===== config.mk =====
export PLATFORM = sky130hd
export DESIGN_NAME = bwod_window_eval
export DESIGN_NICKNAME = d
export VERILOG_FILES = /design/src/bwod_pkg.sv /design/src/bwod_window_eval.sv
export SDC_FILE = /design/constraint.sdc
export NUM_CORES = 1
export LEC_CHECK = 0
export BUFFER_PORTS_ARGS = -buffer_cell sky130_fd_sc_hd__buf_4
export CAP_MARGIN = 25
export CORE_ASPECT_RATIO = 1.4
export CORE_MARGIN = 2
export CORE_UTILIZATION = 47
export DETAILED_ROUTE_END_ITERATION = 6
export GPL_TIMING_DRIVEN = 1
export PLACE_DENSITY_LB_ADDON = 0.2
export REMOVE_ABC_BUFFERS = 1
export SLEW_MARGIN = 20
export SYNTH_ARGS = -nofsm -noshare
export SYNTH_HDL_FRONTEND = slang
export SYNTH_SLANG_ARGS = --single-unit

===== constraint.sdc =====
create_clock -name clk -period 5.3 [get_ports clk]
set_input_delay 0.265 -clock clk [delete_from_list [all_inputs] [get_ports clk]]
set_output_delay 0.265 -clock clk [all_outputs]
set_load 0.02 [all_outputs]

===== src/bwod_pkg.sv =====
package bwod_pkg;

  localparam int MAX_WIDTH_DEF = 1024;
  localparam int MAX_HEIGHT    = 4096;
  localparam int NUM_W         = 23;
  localparam logic [NUM_W-1:0] COUNT_MAX = 23'h7FFFFF;
  localparam int CFG_DATA_W    = 13;

  localparam logic [1:0] REG_THRESHOLD    = 2'd0;
  localparam logic [1:0] REG_FRAME_WIDTH  = 2'd1;
  localparam logic [1:0] REG_FRAME_HEIGHT = 2'd2;

  localparam logic [7:0]  THRESHOLD_RST = 8'd240;
  localparam logic [10:0] WIDTH_RST     = 11'd640;
  localparam logic [12:0] HEIGHT_RST    = 13'd480;

  localparam logic KIND_3X3 = 1'b0;
  localparam logic KIND_5X5 = 1'b1;

  typedef struct packed {
    logic             kind;
    logic [9:0]       centre_x;
    logic [11:0]      centre_y;
    logic [24:0]      bits;
    logic [NUM_W-1:0] number;
    logic             last;
  } res_t;

  function automatic logic [NUM_W-1:0] sat_inc(input logic [NUM_W-1:0] v);
    sat_inc = (v == COUNT_MAX) ? COUNT_MAX : v + NUM_W'(1);
  endfunction

endpackage


===== src/bwod_window_eval.sv =====
module bwod_window_eval
  import bwod_pkg::*;
#(
  parameter int XW = $clog2(MAX_WIDTH_DEF)
) (
  input  logic          clk,
  input  logic          rst,
  input  logic          go,
  input  logic [4:0]    col,
  input  logic [XW-1:0] x,
  input  logic [11:0]   y,
  input  logic          first,
  output res_t          res_a,
  output res_t          res_b,
  output logic [1:0]    res_n
);

  localparam int XE = (XW > 10) ? XW : 10;

  logic [24:0]      window_reg;
  logic [24:0]      window_next;
  logic [NUM_W-1:0] window_counter;
  logic [NUM_W-1:0] counter_next;
  logic [8:0]       bits3;
  logic [24:0]      bits5;
  logic             has3;
  logic             has5;
  logic [XE-1:0]    xe;
  logic [NUM_W-1:0] base;
  logic [NUM_W-1:0] num_a;
  logic [NUM_W-1:0] num_b;
  res_t             r3;
  res_t             r5;

  assign window_next = {window_reg[19:0], col};

  // column age c, row age k -> output bit (size-1-c)*size + (size-1-k)
  always_comb begin
    bits3 = '0;
    bits5 = '0;
    for (int c = 0; c < 3; c++) begin
      for (int k = 0; k < 3; k++) begin
        bits3[(2-c)*3 + (2-k)] = window_next[5*c + k];
      end
    end
    for (int c = 0; c < 5; c++) begin
      for (int k = 0; k < 5; k++) begin
        bits5[(4-c)*5 + (4-k)] = window_next[5*c + k];
      end
    end
  end

  assign xe   = XE'(x);
  assign has3 = (x >= XW'(2)) && (y >= 12'd2) && (bits3 != '0);
  assign has5 = (x >= XW'(4)) && (y >= 12'd4) && (bits5 != '0);

  assign base  = first ? '0 : window_counter;
  assign num_a = sat_inc(base);
  assign num_b = sat_inc(num_a);

  always_comb begin
    r3.kind     = KIND_3X3;
    r3.centre_x = 10'(xe - XE'(1));
    r3.centre_y = y - 12'd1;
    r3.bits     = {16'd0, bits3};
    r3.number   = num_a;
    r3.last     = ~has5;
    r5.kind     = KIND_5X5;
    r5.centre_x = 10'(xe - XE'(2));
    r5.centre_y = y - 12'd2;
    r5.bits     = bits5;
    r5.number   = has3 ? num_b : num_a;
    r5.last     = 1'b1;
  end

  assign res_a = has3 ? r3 : r5;
  assign res_b = r5;
  assign res_n = 2'(has3) + 2'(has5);

  always_comb begin
    case (res_n)
      2'd0:    counter_next = base;
      2'd1:    counter_next = num_a;
      default: counter_next = num_b;
    endcase
  end

  always_ff @(posedge clk) begin
    if (rst) begin
      window_reg     <= '0;
      window_counter <= '0;
    end else if (go) begin
      window_reg     <= window_next;
      window_counter <= counter_next;
    end
  end

endmodule


==> reports/metrics.json <==
{
  "synth-edff-count": 0,
  "drt-wirelength-per-cell_um": 19.4,
  "via_per_inst": 6.09,
  "netlist_instances": 704,
  "grt_overflow_total": 0,
  "synth_seq_cells": 43,
  "row_count": 44,
  "clkSinkCount": 43,
  "postCtsSetupBuffers": 0,
  "slew-limit-headroom_pct": 32.7,
  "fin_hold_ws_ps": 234,
  "largest_reg_flops": 23,
  "final.min_clock_period_ps": 4900,
  "detailed_place.area_um2": 6310,
  "critical_path.cell_chain": "nor2b_1 > ha_1 > nand2_1 > or4_4 > or3_1 > nand2_1 > ha_1 > inv_1 > nor4_1 > a41oi_1 > nor2_1 > nand4_1 > and2_1 > and3_1 > nor2_1 > buf_4",
  "root_buffer_cell": "sky130_fd_sc_hd__clkbuf_16",
  "crit_type": "flip-flop to output pin",
  "combPwrFrac_pct": 31.9,
  "vertical_extent_of_the_die_um": 126,
  "finalNetCount": 884,
  "antenna_cells": 0,
  "cts.htree.levels": 2,
  "gpl.final_weighted_congestion": 1.04,
  "status": "finished clean",
  "hold_viol_final": 0,
  "worst_hold_path_type": "input pin to flip-flop",
  "drt_pass1_iterations": 6,
  "cp.arrival_ps": 4640,
  "drive_gt1_share_pct": 26.9,
  "clock_tree_from_tritoncts": "yes",
  "detailed_place_hpwl_um": 14100,
  "switching_share_pct": 35.3,
  "grt_util_all_layers_pct": 31.8,
  "synthDistinctLibCells": 81,
  "tightest_slew_ps": 1010,
  "place.port_buffers": 174,
  "detailedRoute.firstIterationViolations": 493,
  "route.final.wire_length_um": 18900,
  "initial_core_util_pct": 48.3,
  "placed_cells_incl_taps": 969,
  "powerDensity_nw_per_um2": 165,
  "ctsResizeCount": 0,
  "yosysTopAreaCell": "sky130_fd_sc_hd__dfxtp_1",
  "postLayoutCoreUtil_pct": 62.3,
  "finalSetupViolCount": 0,
  "synth-main-ff-cell": "sky130_fd_sc_hd__dfxtp_1",
  "first_pass_grt_wire_length_um": 29600,
  "rsz0062_at_grt": "no",
  "critical-path-slowest-cell": "sky130_fd_sc_hd__or4_4",
  "postSynthAreaPerCell_um2": 7.13,
  "netlist_top_cells_area": "sky130_fd_sc_hd__dfxtp_1 17%, sky130_fd_sc_hd__nand2_1 5.9%, sky130_fd_sc_hd__nor2_1 5.9%, sky130_fd_sc_hd__xor2_1 5.2%, sky130_fd_sc_hd__mux2i_1 4.8%",
  "cts_max_path_buffers": 2,
  "final-instance-count-excl-fill": 977,
  "total_switching_power_mw": 0.379,
  "max_capacitance_violation_total": 0,
  "sequentialPowerShare_pct": 33.3,
  "drt.antenna.violating_nets": 0,
  "number_of_buffers_added_by_the_clock_tree_synthesis_step": 5,
  "critPathMaxStageDelay_ps": 550,
  "warnings_from_yosys": 0,
  "core-area_um2": 10400,
  "clock.fmax_mhz": 204,
  "part_of_the_cycle_the_worst_path_needs_pct": 92.5,
  "cp-start-kind": "flip-flop",
  "power.static_leakage_nw": 3.06,
  "io-pin-count": 177,
  "timing.setup.tns_ps": 0,
  "number_of_drc_violations_after_detailed_routing": 0,
  "area_growth_syn_to_layout_pct": 29.1,
  "synth_commonest_cells": "79 x sky130_fd_sc_hd__nand2_1, 79 x sky130_fd_sc_hd__nor2_1, 43 x sky130_fd_sc_hd__dfxtp_1",
  "fp.dieArea_um2": 11500,
  "antenna_found_initial": 0,
  "insertion_delay_of_the_later_clocked_pin_in_the_worst_skew_pair_ps": 300,
  "number_of_global_route_vias_before_repair": 5857,
  "stdcell_area_um2": 6480,
  "maximum_number_of_pins_on_one_net_before_global_route_repair": 40,
  "p_int_mw": 0.694,
  "synth_top_cell_area_share_pct": 17.1,
  "cts.clk_slew.worst_paths_ps": 70,
  "detailroute.via_count": 5951,
  "synth.cell_area_um2": 5020,
  "synth_seq_area_share_pct": 17.1,
  "fp.dieW_um": 91.4,
  "slew_violations": 0,
  "post_cts_hold_buffer_count": 0,
  "required_ps": 5040,
  "fraction_of_registers_with_async_set_or_reset_after_synthesis_pct": 0,
  "ir_worst_vdd_mv": 0.122,
  "fin_worst_skew_ps": 5.06,
  "critPathCaptureType": "output pin",
  "power_frac_clock_pct": 34.8,
  "worst-path-max-fanout": 11
}
-- cells by family (layout without fill, tap and decap cells) --
group,after synthesis,in the layout,share of synthesized area [%]
and+or+nand+nor,325,325,34.3
AOI/OAI and AO/OA,152,152,22.3
buffers and inverters,86,220,7.50
xor gates and xnor gates,56,56,9.77
DFF,43,43,17.1
muxes,26,26,5.23
adders and majority gates,15,15,3.74
other,1,2,0.0747
-- final timing paths --
path                                   start                               to  slack, ps  depth (start not counted)
max           window_counter[0]$_SDFFE_PP0P_                        res_b[18]        400                         16
min                                   col[4]       window_reg[4]$_SDFFE_PP0P_        230                          3
max reg2reg   window_counter[0]$_SDFFE_PP0P_  window_counter[14]$_SDFFE_PP0P_        930                         16
min reg2reg  window_counter[18]$_SDFFE_PP0P_  window_counter[18]$_SDFFE_PP0P_        520                          2
-- worst max-delay path, delay by kind of cell, from the launching register on --
| family | cells | cell delay (ps) |
|---|---|---|
| buffers and inverters | 2 | 270 |
| AOI/OAI and AO/OA | 1 | 160 |
| and+or+nand+nor | 11 | 3000 |
| adders and majority gates | 2 | 390 |
| DFF | 1 | 500 |
-- through the flow --
step / total power, mW / worst slack [ps]
3_3_place_gp: 0.697 / 952
6_report: 1.07 / 399
4_1_cts: 1.07 / 491
3_5_place_dp: 0.702 / 827
2_1_floorplan: 0.534 / 254
5_1_grt: 1.12 / 66.8
-- layer usage --
metal,wire (um),vias up,global-route usage (%)
met3,1680,83,6.35
met5,0,-,0
met2,9140,354,55.7
li1,-,2756,-
met1,6920,2758,34.1
met4,1200,0,22.4
-- area by class of cell --
| class | instances | area [um2] |
|---|---|---|
| inverter | 27 | 101 |
| timing repair buffer | 185 | 1390 |
| fill | 934 | 3920 |
| sequential | 43 | 861 |
| multi-input combinational | 576 | 3790 |
| clock inverter | 3 | 46.3 |
| tap | 138 | 173 |
| clock buffer | 5 | 125 |
-- placed cells by master, fill, tap and decap left out, drive strengths merged, types with 4 or more instances in the layout --
master / count
a21o: 8
nor2: 80
nor4: 13
a221oi: 17
buf: 185
nor3b: 4
xor2: 30
inv: 28
or3: 6
nor2b: 21
nand4: 12
a31oi: 12
o21ai: 15
a21boi: 5
nor3: 20
nand3: 18
nand2b: 10
ha: 15
dfxtp: 43
and3: 14
a21oi: 37
xnor2: 26
nand2: 84
and2: 18
or2: 4
or4: 7
a22oi: 6
a211oi: 9
clkbuf: 5
mux2i: 24
o31ai: 11
-- power by group through the flow --
stage               clock network (mW)  logic, mW  registers [mW]
finish                           0.374      0.342           0.357
global route                     0.394      0.365           0.359
CTS                              0.374      0.340           0.356
detailed placement                   0      0.338           0.364
global placement                     0      0.334           0.363
floorplan                            0      0.172           0.362
No activity file was read; power rests on OpenSTA's default activity.
