**src/bwod_pkg.sv**
```systemverilog
package bwod_pkg;

  localparam int MAX_WIDTH_DEF = 1024;
  localparam int MAX_HEIGHT    = 4096;
  localparam int NUM_W         = 23;
  localparam logic [NUM_W-1:0] COUNT_MAX = 23'h7FFFFF;
  localparam int CFG_DATA_W    = 13;

  localparam logic [1:0] REG_THRESHOLD    = 2'd0;
  localparam logic [1:0] REG_FRAME_WIDTH  = 2'd1;
  localparam logic [1:0] REG_FRAME_HEIGHT = 2'd2;

  localparam logic [7:0]  THRESHOLD_RST = 8'd240;
  localparam logic [10:0] WIDTH_RST     = 11'd640;
  localparam logic [12:0] HEIGHT_RST    = 13'd480;

  localparam logic KIND_3X3 = 1'b0;
  localparam logic KIND_5X5 = 1'b1;

  typedef struct packed {
    logic             kind;
    logic [9:0]       centre_x;
    logic [11:0]      centre_y;
    logic [24:0]      bits;
    logic [NUM_W-1:0] number;
    logic             last;
  } res_t;

  function automatic logic [NUM_W-1:0] sat_inc(input logic [NUM_W-1:0] v);
    sat_inc = (v == COUNT_MAX) ? COUNT_MAX : v + NUM_W'(1);
  endfunction

endpackage

```
**src/bwod_result_queue.sv**
```systemverilog
module bwod_result_queue
  import bwod_pkg::*;
(
  input  logic       clk,
  input  logic       rst,
  input  logic [1:0] push_n,
  input  res_t       push_a,
  input  res_t       push_b,
  input  logic       pop,
  output res_t       head,
  output logic [1:0] count
);

  res_t       q [2];
  res_t       q_next [2];
  logic [1:0] count_next;
  logic [1:0] left;

  assign head = q[0];
  assign left = count - 2'(pop);

  always_comb begin
    q_next[0] = pop ? q[1] : q[0];
    q_next[1] = q[1];
    case (left)
      2'd0: begin
        if (push_n != 2'd0) q_next[0] = push_a;
        if (push_n == 2'd2) q_next[1] = push_b;
      end
      2'd1: begin
        if (push_n != 2'd0) q_next[1] = push_a;
      end
      default: ;
    endcase
    count_next = left + push_n;
  end

  always_ff @(posedge clk) begin
    q[0] <= q_next[0];
    q[1] <= q_next[1];
  end

  always_ff @(posedge clk) begin
    if (rst) begin
      count <= '0;
    end else begin
      count <= count_next;
    end
  end

endmodule

```
**config.mk**
```make
export PLATFORM = sky130hd
export DESIGN_NAME = bwod_result_queue
export DESIGN_NICKNAME = d
export VERILOG_FILES = /design/src/bwod_pkg.sv /design/src/bwod_result_queue.sv
export SDC_FILE = /design/constraint.sdc
export NUM_CORES = 1
export LEC_CHECK = 0
export ABC_AREA = 0
export CORE_UTILIZATION = 55
export DETAILED_ROUTE_END_ITERATION = 12
export DONT_BUFFER_PORTS = 1
export GPL_ROUTABILITY_DRIVEN = 0
export PLACE_DENSITY = 0.76
export SKIP_CTS_REPAIR_TIMING = 1
export SLEW_MARGIN = 10
export SYNTH_ARGS = -nofsm -noshare
export SYNTH_HDL_FRONTEND = slang
export SYNTH_SLANG_ARGS = --single-unit
```
**constraint.sdc**
```tcl
create_clock -name clk -period 10.8 [get_ports clk]
set_clock_uncertainty 0.05 [all_clocks]
set_input_delay 2.16 -clock clk [delete_from_list [all_inputs] [get_ports clk]]
set_output_delay 2.16 -clock clk [all_outputs]
set_load 0.1 [all_outputs]
```
==> reports/metrics.csv, run 1 <==
stage;metric;value;unit
finish;antenna_cells;0;
place;dp_hpwl;7.84;mm
clock_network;htreeDepth;4;
global_route;grt_pass1_vias;3431;
critical_path;crit_family;simple AND/OR/NAND/NOR gates;
finish;final_common_cell;mux2_2;
critical_path;slowest_stage;nor2_4;
critical_path;r2r-start;count[0];
clock_network;cts.clk_slew.worst_paths;50;ps
sta;setup_viol;0;
critical_path;crit_path_start_kind;primary input;
clock_network;clock_latency;410;ps
synthesis;synth.distinct_cells;18;
finish;nets;549;
critical_path;worst-path-buf-inv;1;
die;die_y;114;µm
min_path;hold_path.startpoint;q[0][89];
sta;rsz0062_at_grt;false;
detailed_routing;first_pass_iters;4;
clock_network;clockBufferDepth;2;
die;start_util;0.569;
critical_path;worstPathRequired;10910;ps
detailed_routing;drc_errors;0;
synthesis;netlist_area;0.00692;mm²
finish;final_core_util;0.581;
synthesis;synthCells;470;
status;outcome;complete, no violations;
synthesis;avgSynthCellArea;14.7;µm²
finish;fill_cells;982;
global_route;grt_start_max_net_pins;74;
critical_path;setup.worst_path.end;q[0][108];
detailed_routing;wl_per_cell;20.1;µm
place;post-place-cells;547;
min_path;hp-class;reg -> reg;
finish;final_cell_mix;mux2_2, dfxtp_1, edfxtp_1, clkbuf_16, mux2_1;
global_route;grt_pass1_wl;17.1;mm
flow_run;maxCapViolCount;0;
clock_network;clkSinkCount;146;
synthesis;syn_nets;621;
min_path;whs_path_depth;2;
sta;period_needed;4360;ps
place;port-buffer-count;0;
die;pin_count;223;
synthesis;yosysWarnings;0;
die;fp-row-count;40;
critical_path;r2r_end;q[0][108];
detailed_routing;antenna_left;0;
critical_path;crit_path_cell_trace;ha_1 -> xor2_1 -> nor2_4 -> buf_4 -> mux2_2;
global_route;gr-total-overflow;0;
detailed_routing;drt_iter0_markers;100;
die;core;0.0122;mm²
clock_network;root_buffer;clkbuf_16;
synthesis;ys_seq_area_frac;0.526;
synthesis;synth_seq_cells;146;
finish;fin_cells;578;
clock_network;cts_tree;done;
critical_path;criticalPathCategory;in -> reg;
critical_path;startpoint;pop;
detailed_routing;drt-vias-per-instance;5.50;
sta;finalHoldViolCount;0;
critical_path;slowest_delay;810;ps
sta;worst_pin_slew;1070;ps
critical_path;reg2reg_depth;6;
critical_path;critPathMaxFanout;73;
sta;finalSetupTns;0;ps
critical_path;arrival;4470;ps
critical_path;endpoint_kind;flop;
global_route;antenna_found_initial;0;
sta;max_freq;229;MHz
detailed_routing;drt-total-wl;11.6;mm
finish;drive_above_1_share;0.583;
critical_path;rrSetupSlack;7060;ps
critical_path;critical_path_depth;5;
detailed_routing;vias;3181;
global_route;grt_usage;0.179;
sta;finalCritPeriodShare;0.404;
sta;drv_slew;0;
sta;slew_headroom;0.288;
die;dieArea;0.0130;mm²
finish;syn_to_final_growth;2.08;%
die;die_w;114;µm
clock_network;cts_made_buffers;17;
==> sequential cells by signal, summed over array words and instances (netlist names) <==
register / count
count: 2
q: 144
==> logic make-up after synthesis <==
group                    Yosys count  share of synthesized area
adder cells (fa/ha/maj)            2                    0.00361
buffers and inverters             96                      0.106
AO/OA/AOI/OAI                      3                    0.00452
flip-flops                       146                      0.526
AND/OR/NAND/NOR                    3                    0.00307
XOR/XNOR                           4                    0.00506
multiplexers                     216                      0.351
==> through the flow <==
stage	hold WS (ps)	worst slack, ps	cell area, µm²
2_1_floorplan	504	3920	6920
3_3_place_gp	506	6010	6440
3_5_place_dp	527	5980	6440
4_1_cts	541	6420	7070
5_1_grt	559	6320	7070
6_report	535	6440	7070
==> Yosys cell counts (all sizes together) <==
cell    count  share of area
nor2        2         0.0022
inv         2         0.0011
clkbuf      2         0.0011
xnor2       2         0.0025
o21ai       1        0.00072
ha          2         0.0036
nor2b       1        0.00090
edfxtp     72           0.31
o211ai      1         0.0031
mux2      216           0.35
a21oi       1        0.00072
xor2        2         0.0025
dfxtp      74           0.21
buf        92           0.10
==> layout make-up <==
cell class / instances / area (µm²) / share of cell area
clock buffers: 21 / 470 / 0.0666
inverters: 2 / 7.51 / 0.00106
well taps: 168 / 210 / 0.0297
repair buffers: 3 / 22.5 / 0.00319
multi-input cells: 228 / 2560 / 0.362
flip-flops and latches: 146 / 3640 / 0.515
clock inverters: 10 / 158 / 0.0223
==> worst min path at each step <==
stage | end | slack, ps
3_3_place_gp | q[0][20] | 510
5_1_grt | q[0][2] | 560
2_1_floorplan | q[0][16] | 500
4_1_cts | q[0][16] | 540
6_report | q[0][17] | 530
3_5_place_dp | q[0][22] | 530
==> layer usage <==
layer / GRT usage / wire, µm / part of all wire / vias up
met2: 0.308 / 5880 / 0.51 / 142
met1: 0.178 / 4150 / 0.36 / 1519
met3: 0.0709 / 1160 / 0.10 / 26
li1: - / - / - / 1494
met4: 0.117 / 417 / 0.036 / 0
met5: 0 / 0 / 0 / -
==> worst register-to-register path, cell delays in order, from the launching register on <==
cell and delay, ps:
dfxtp_1 970, inv_1 120, ha_1 260, xor2_1 210, nor2_4 810, buf_4 610, mux2_2 440
Power of run 1 is not shown: default switching activity piles up to over one toggle a cycle in this logic, so the estimate is an artifact.
==> inputs of run 2 (changes only) <==
- ABC_AREA: 0 -> 1
- PLACE_DENSITY: 0.76 -> 0.79
- clock period: 10.8 -> 3.84 ns (I/O delays scaled with it)
==> run 2 against run 1 <==
  * Via count rose by 66%
  * Wire length increased by 32%
  * Die area is 4.2% higher
  * Synthesized cell count rose by 100%
  * Area after synthesis up 4.3%
  * Hold slack worse by 170 ps
  * Global-route usage increased by 4.4 points
  * Final cell count grew 80%
  * Largest cell class unchanged
  * Critical path depth grew 4
==> reports/metrics.csv, run 2 <==
stage;metric;value;unit;change
status;outcome;complete, no violations;;unchanged
clock_network;cts.clk_slew.worst_paths;60;ps;was 50 ps
clock_network;cts_tree;done;;unchanged
clock_network;htreeDepth;4;;unchanged
global_route;antenna_found_initial;0;;unchanged
synthesis;post-synth-top-area-fraction;0.299;;was 0.330
finish;final_cell_mix;nand2_1, inv_1, dfxtp_1;;was mux2_2, dfxtp_1, edfxtp_1, clkbuf_16, mux2_1
synthesis;syn_nets;1100;;was 621
pwr;ir_drop;0.000597;V;
critical_path;criticalPathCategory;reg -> reg;;was in -> reg
min_path;hp-class;in -> reg;;was reg -> reg
synthesis;ys_top_cells_by_count;nand2_1, buf_4, inv_1;;was mux2_2, buf_4, dfxtp_1
clock_network;clock_latency;420;ps;was 410 ps
sta;finalHoldViolCount;0;;unchanged
global_route;grt_start_max_net_pins;146;;was 74
sta;rsz0062_at_grt;false;;unchanged
detailed_routing;drt-total-wl;15.3;mm;was 11.6 mm
die;die_w;117;µm;was 114 µm
pwr;p_leak;3.53;nW;
detailed_routing;drt_iter0_markers;471;;was 100
synthesis;synth_edf_count;72;;unchanged
place;dp_hpwl;9.24;mm;was 7.84 mm
sta;finalSetupTns;0;ps;unchanged
die;dieArea;0.0136;mm²;was 0.0130 mm²
sta;max_freq;404;MHz;
synthesis;synth_area_leaders;edfxtp_1, nand2_1, dfxtp_1;;was mux2_2, edfxtp_1, dfxtp_1
sta;setup_viol;0;;unchanged
finish;drive_above_1_share;0.0497;;was 0.583
die;core;0.0127;mm²;was 0.0122 mm²
critical_path;worstPathRequired;4090;ps;was 10,910 ps
place;port-buffer-count;0;;unchanged
finish;nets;1004;;was 549
synthesis;avgSynthCellArea;7.61;µm²;was 14.7 µm²
finish;fill_cells;1161;;was 982
pwr;total_power;6.26;mW;
finish;largestRegisters;q (144), count (2);;unchanged
synthesis;async_flop_share;0;;unchanged
flow_run;maxCapViolCount;0;;unchanged
global_route;gr-total-overflow;0;;unchanged
finish;final_core_util;0.572;;was 0.581
clock_network;cts_made_buffers;17;;unchanged
global_route;grt_pass1_wl;23.0;mm;was 17.1 mm
clock_network;root_buffer;clkbuf_16;;unchanged
synthesis;yosysTopAreaCell;edfxtp_1;;was mux2_2
sta;drv_slew;0;;unchanged
finish;largest_reg_flops;144;;unchanged
finish;final_common_cell;nand2_1;;was mux2_2
clock_network;clkSinkCount;146;;unchanged
sta;hold_ws;368;ps;was 535 ps
detailed_routing;drc_errors;0;;unchanged
finish;largest_register;q;;unchanged
global_route;grt_usage;0.223;;was 0.179
detailed_routing;vias;5268;;was 3,181
clock_network;clockBufferDepth;2;;unchanged
synthesis;synth.distinct_cells;17;;was 18
die;die_y;117;µm;was 114 µm
finish;antenna_cells;0;;unchanged
finish;syn_to_final_growth;0.693;%;was 2.08%
sta;finalCritPeriodShare;0.644;;
detailed_routing;first_pass_iters;5;;was 4
detailed_routing;wl_per_cell;14.7;µm;was 20.1 µm
detailed_routing;drt-vias-per-instance;5.08;;was 5.50
sta;period_needed;2470;ps;
pwr;powerDensity;861;mW/mm²;
detailed_routing;antenna_left;0;;unchanged
synthesis;yosysWarnings;0;;unchanged
critical_path;endpoint_kind;flop;;unchanged
critical_path;arrival;2730;ps;was 4470 ps
synthesis;post-synth-top-count-cell;nand2_1;;was mux2_2
die;pin_count;223;;unchanged
critical_path;critPathMaxFanout;41;;was 73
synthesis;synth_seq_cells;146;;unchanged
die;fp-row-count;41;;was 40
synthesis;synthFlopType;dfxtp_1;;unchanged
die;start_util;0.568;;was 0.569
global_route;grt_pass1_vias;4761;;was 3,431
sta;slew_headroom;0.317;;was 0.288
critical_path;crit_path_start_kind;flop;;was primary input
synthesis;synthCells;949;;was 470
synthesis;ys_seq_area_frac;0.505;;was 0.526
synthesis;netlist_area;0.00722;mm²;was 0.00692 mm²
sta;worst_pin_slew;1020;ps;was 1070 ps
## run 2: cell types whose count changed after synthesis, moves of 3 or more
cell      change
mux2_2      -203
buf_2        +31
nand2_1     +444
mux2_1       -13
inv_1        +77
nand3_1      +72
buf_4         +5
nor2_1        +3
clkbuf_1      +6
o21ai_0      +71
buf_6        -12
## run 2: through the flow
stage          std cells  worst slack (ps)  instance area [µm²]
4_1_cts             1038              1350                 7270
5_1_grt             1038              1210                 7270
3_3_place_gp        1006              1300                 6740
3_5_place_dp        1006              1260                 6740
2_1_floorplan        949              25.9                 7230
6_report            1038              1370                 7270
## run 2: logic make-up (layout without fill, tap and decap cells)
kind of cell	count (synthesis)	after routing	share of synthesized area
flip-flops	146	146	0.505
AND/OR/NAND/NOR	525	525	0.289
AO/OA/AOI/OAI	72	72	0.0499
adder cells (fa/ha/maj)	2	2	0.00346
buffers and inverters	204	121	0.153
## run 2: metal layers
| metal | track usage | routed length [µm] | share of wire |
|---|---|---|---|
| met5 | 0 | 0 | 0 |
| met4 | 0.0878 | 291 | 0.019 |
| met3 | 0.0976 | 1780 | 0.12 |
| met2 | 0.365 | 7180 | 0.47 |
| met1 | 0.257 | 6020 | 0.39 |
## run 2: worst paths after layout
check / from / to / slack, ps / cells after the start
max: count[0] / q[0][70] / 1370 / 9
min: rst / count[0] / 370 / 1
max reg2reg: count[0] / q[0][70] / 1370 / 9
min reg2reg: q[0][85] / q[0][13] / 490 / 4
## run 2: final cells by class
class	count	area (µm²)	area share
flip-flops and latches	146	3640	0.501
well taps	172	215	0.0296
inverters	80	300	0.0413
clock inverters	6	32.5	0.00447
repair buffers	9	92.6	0.0127
multi-input cells	599	2490	0.342
clock buffers	26	499	0.0687
## run 2: where the power goes
group,internal [mW],leakage (nW),switching (mW)
logic,0.304,1.95,0.649
clock network,0.889,0.264,0.601
registers,2.07,1.31,1.76
total,3.26,3.53,3.01
## run 2: worst max-delay path, cell delays in order, from the launching register on
cell     delay [ps]
dfxtp_1         300
buf_4           300
inv_1            90
ha_1            370
inv_2            90
nor2_4          120
nand2_2         490
buf_12          390
nand2_1          70
nand2_1          50
(Power assumes the default switching activity.)
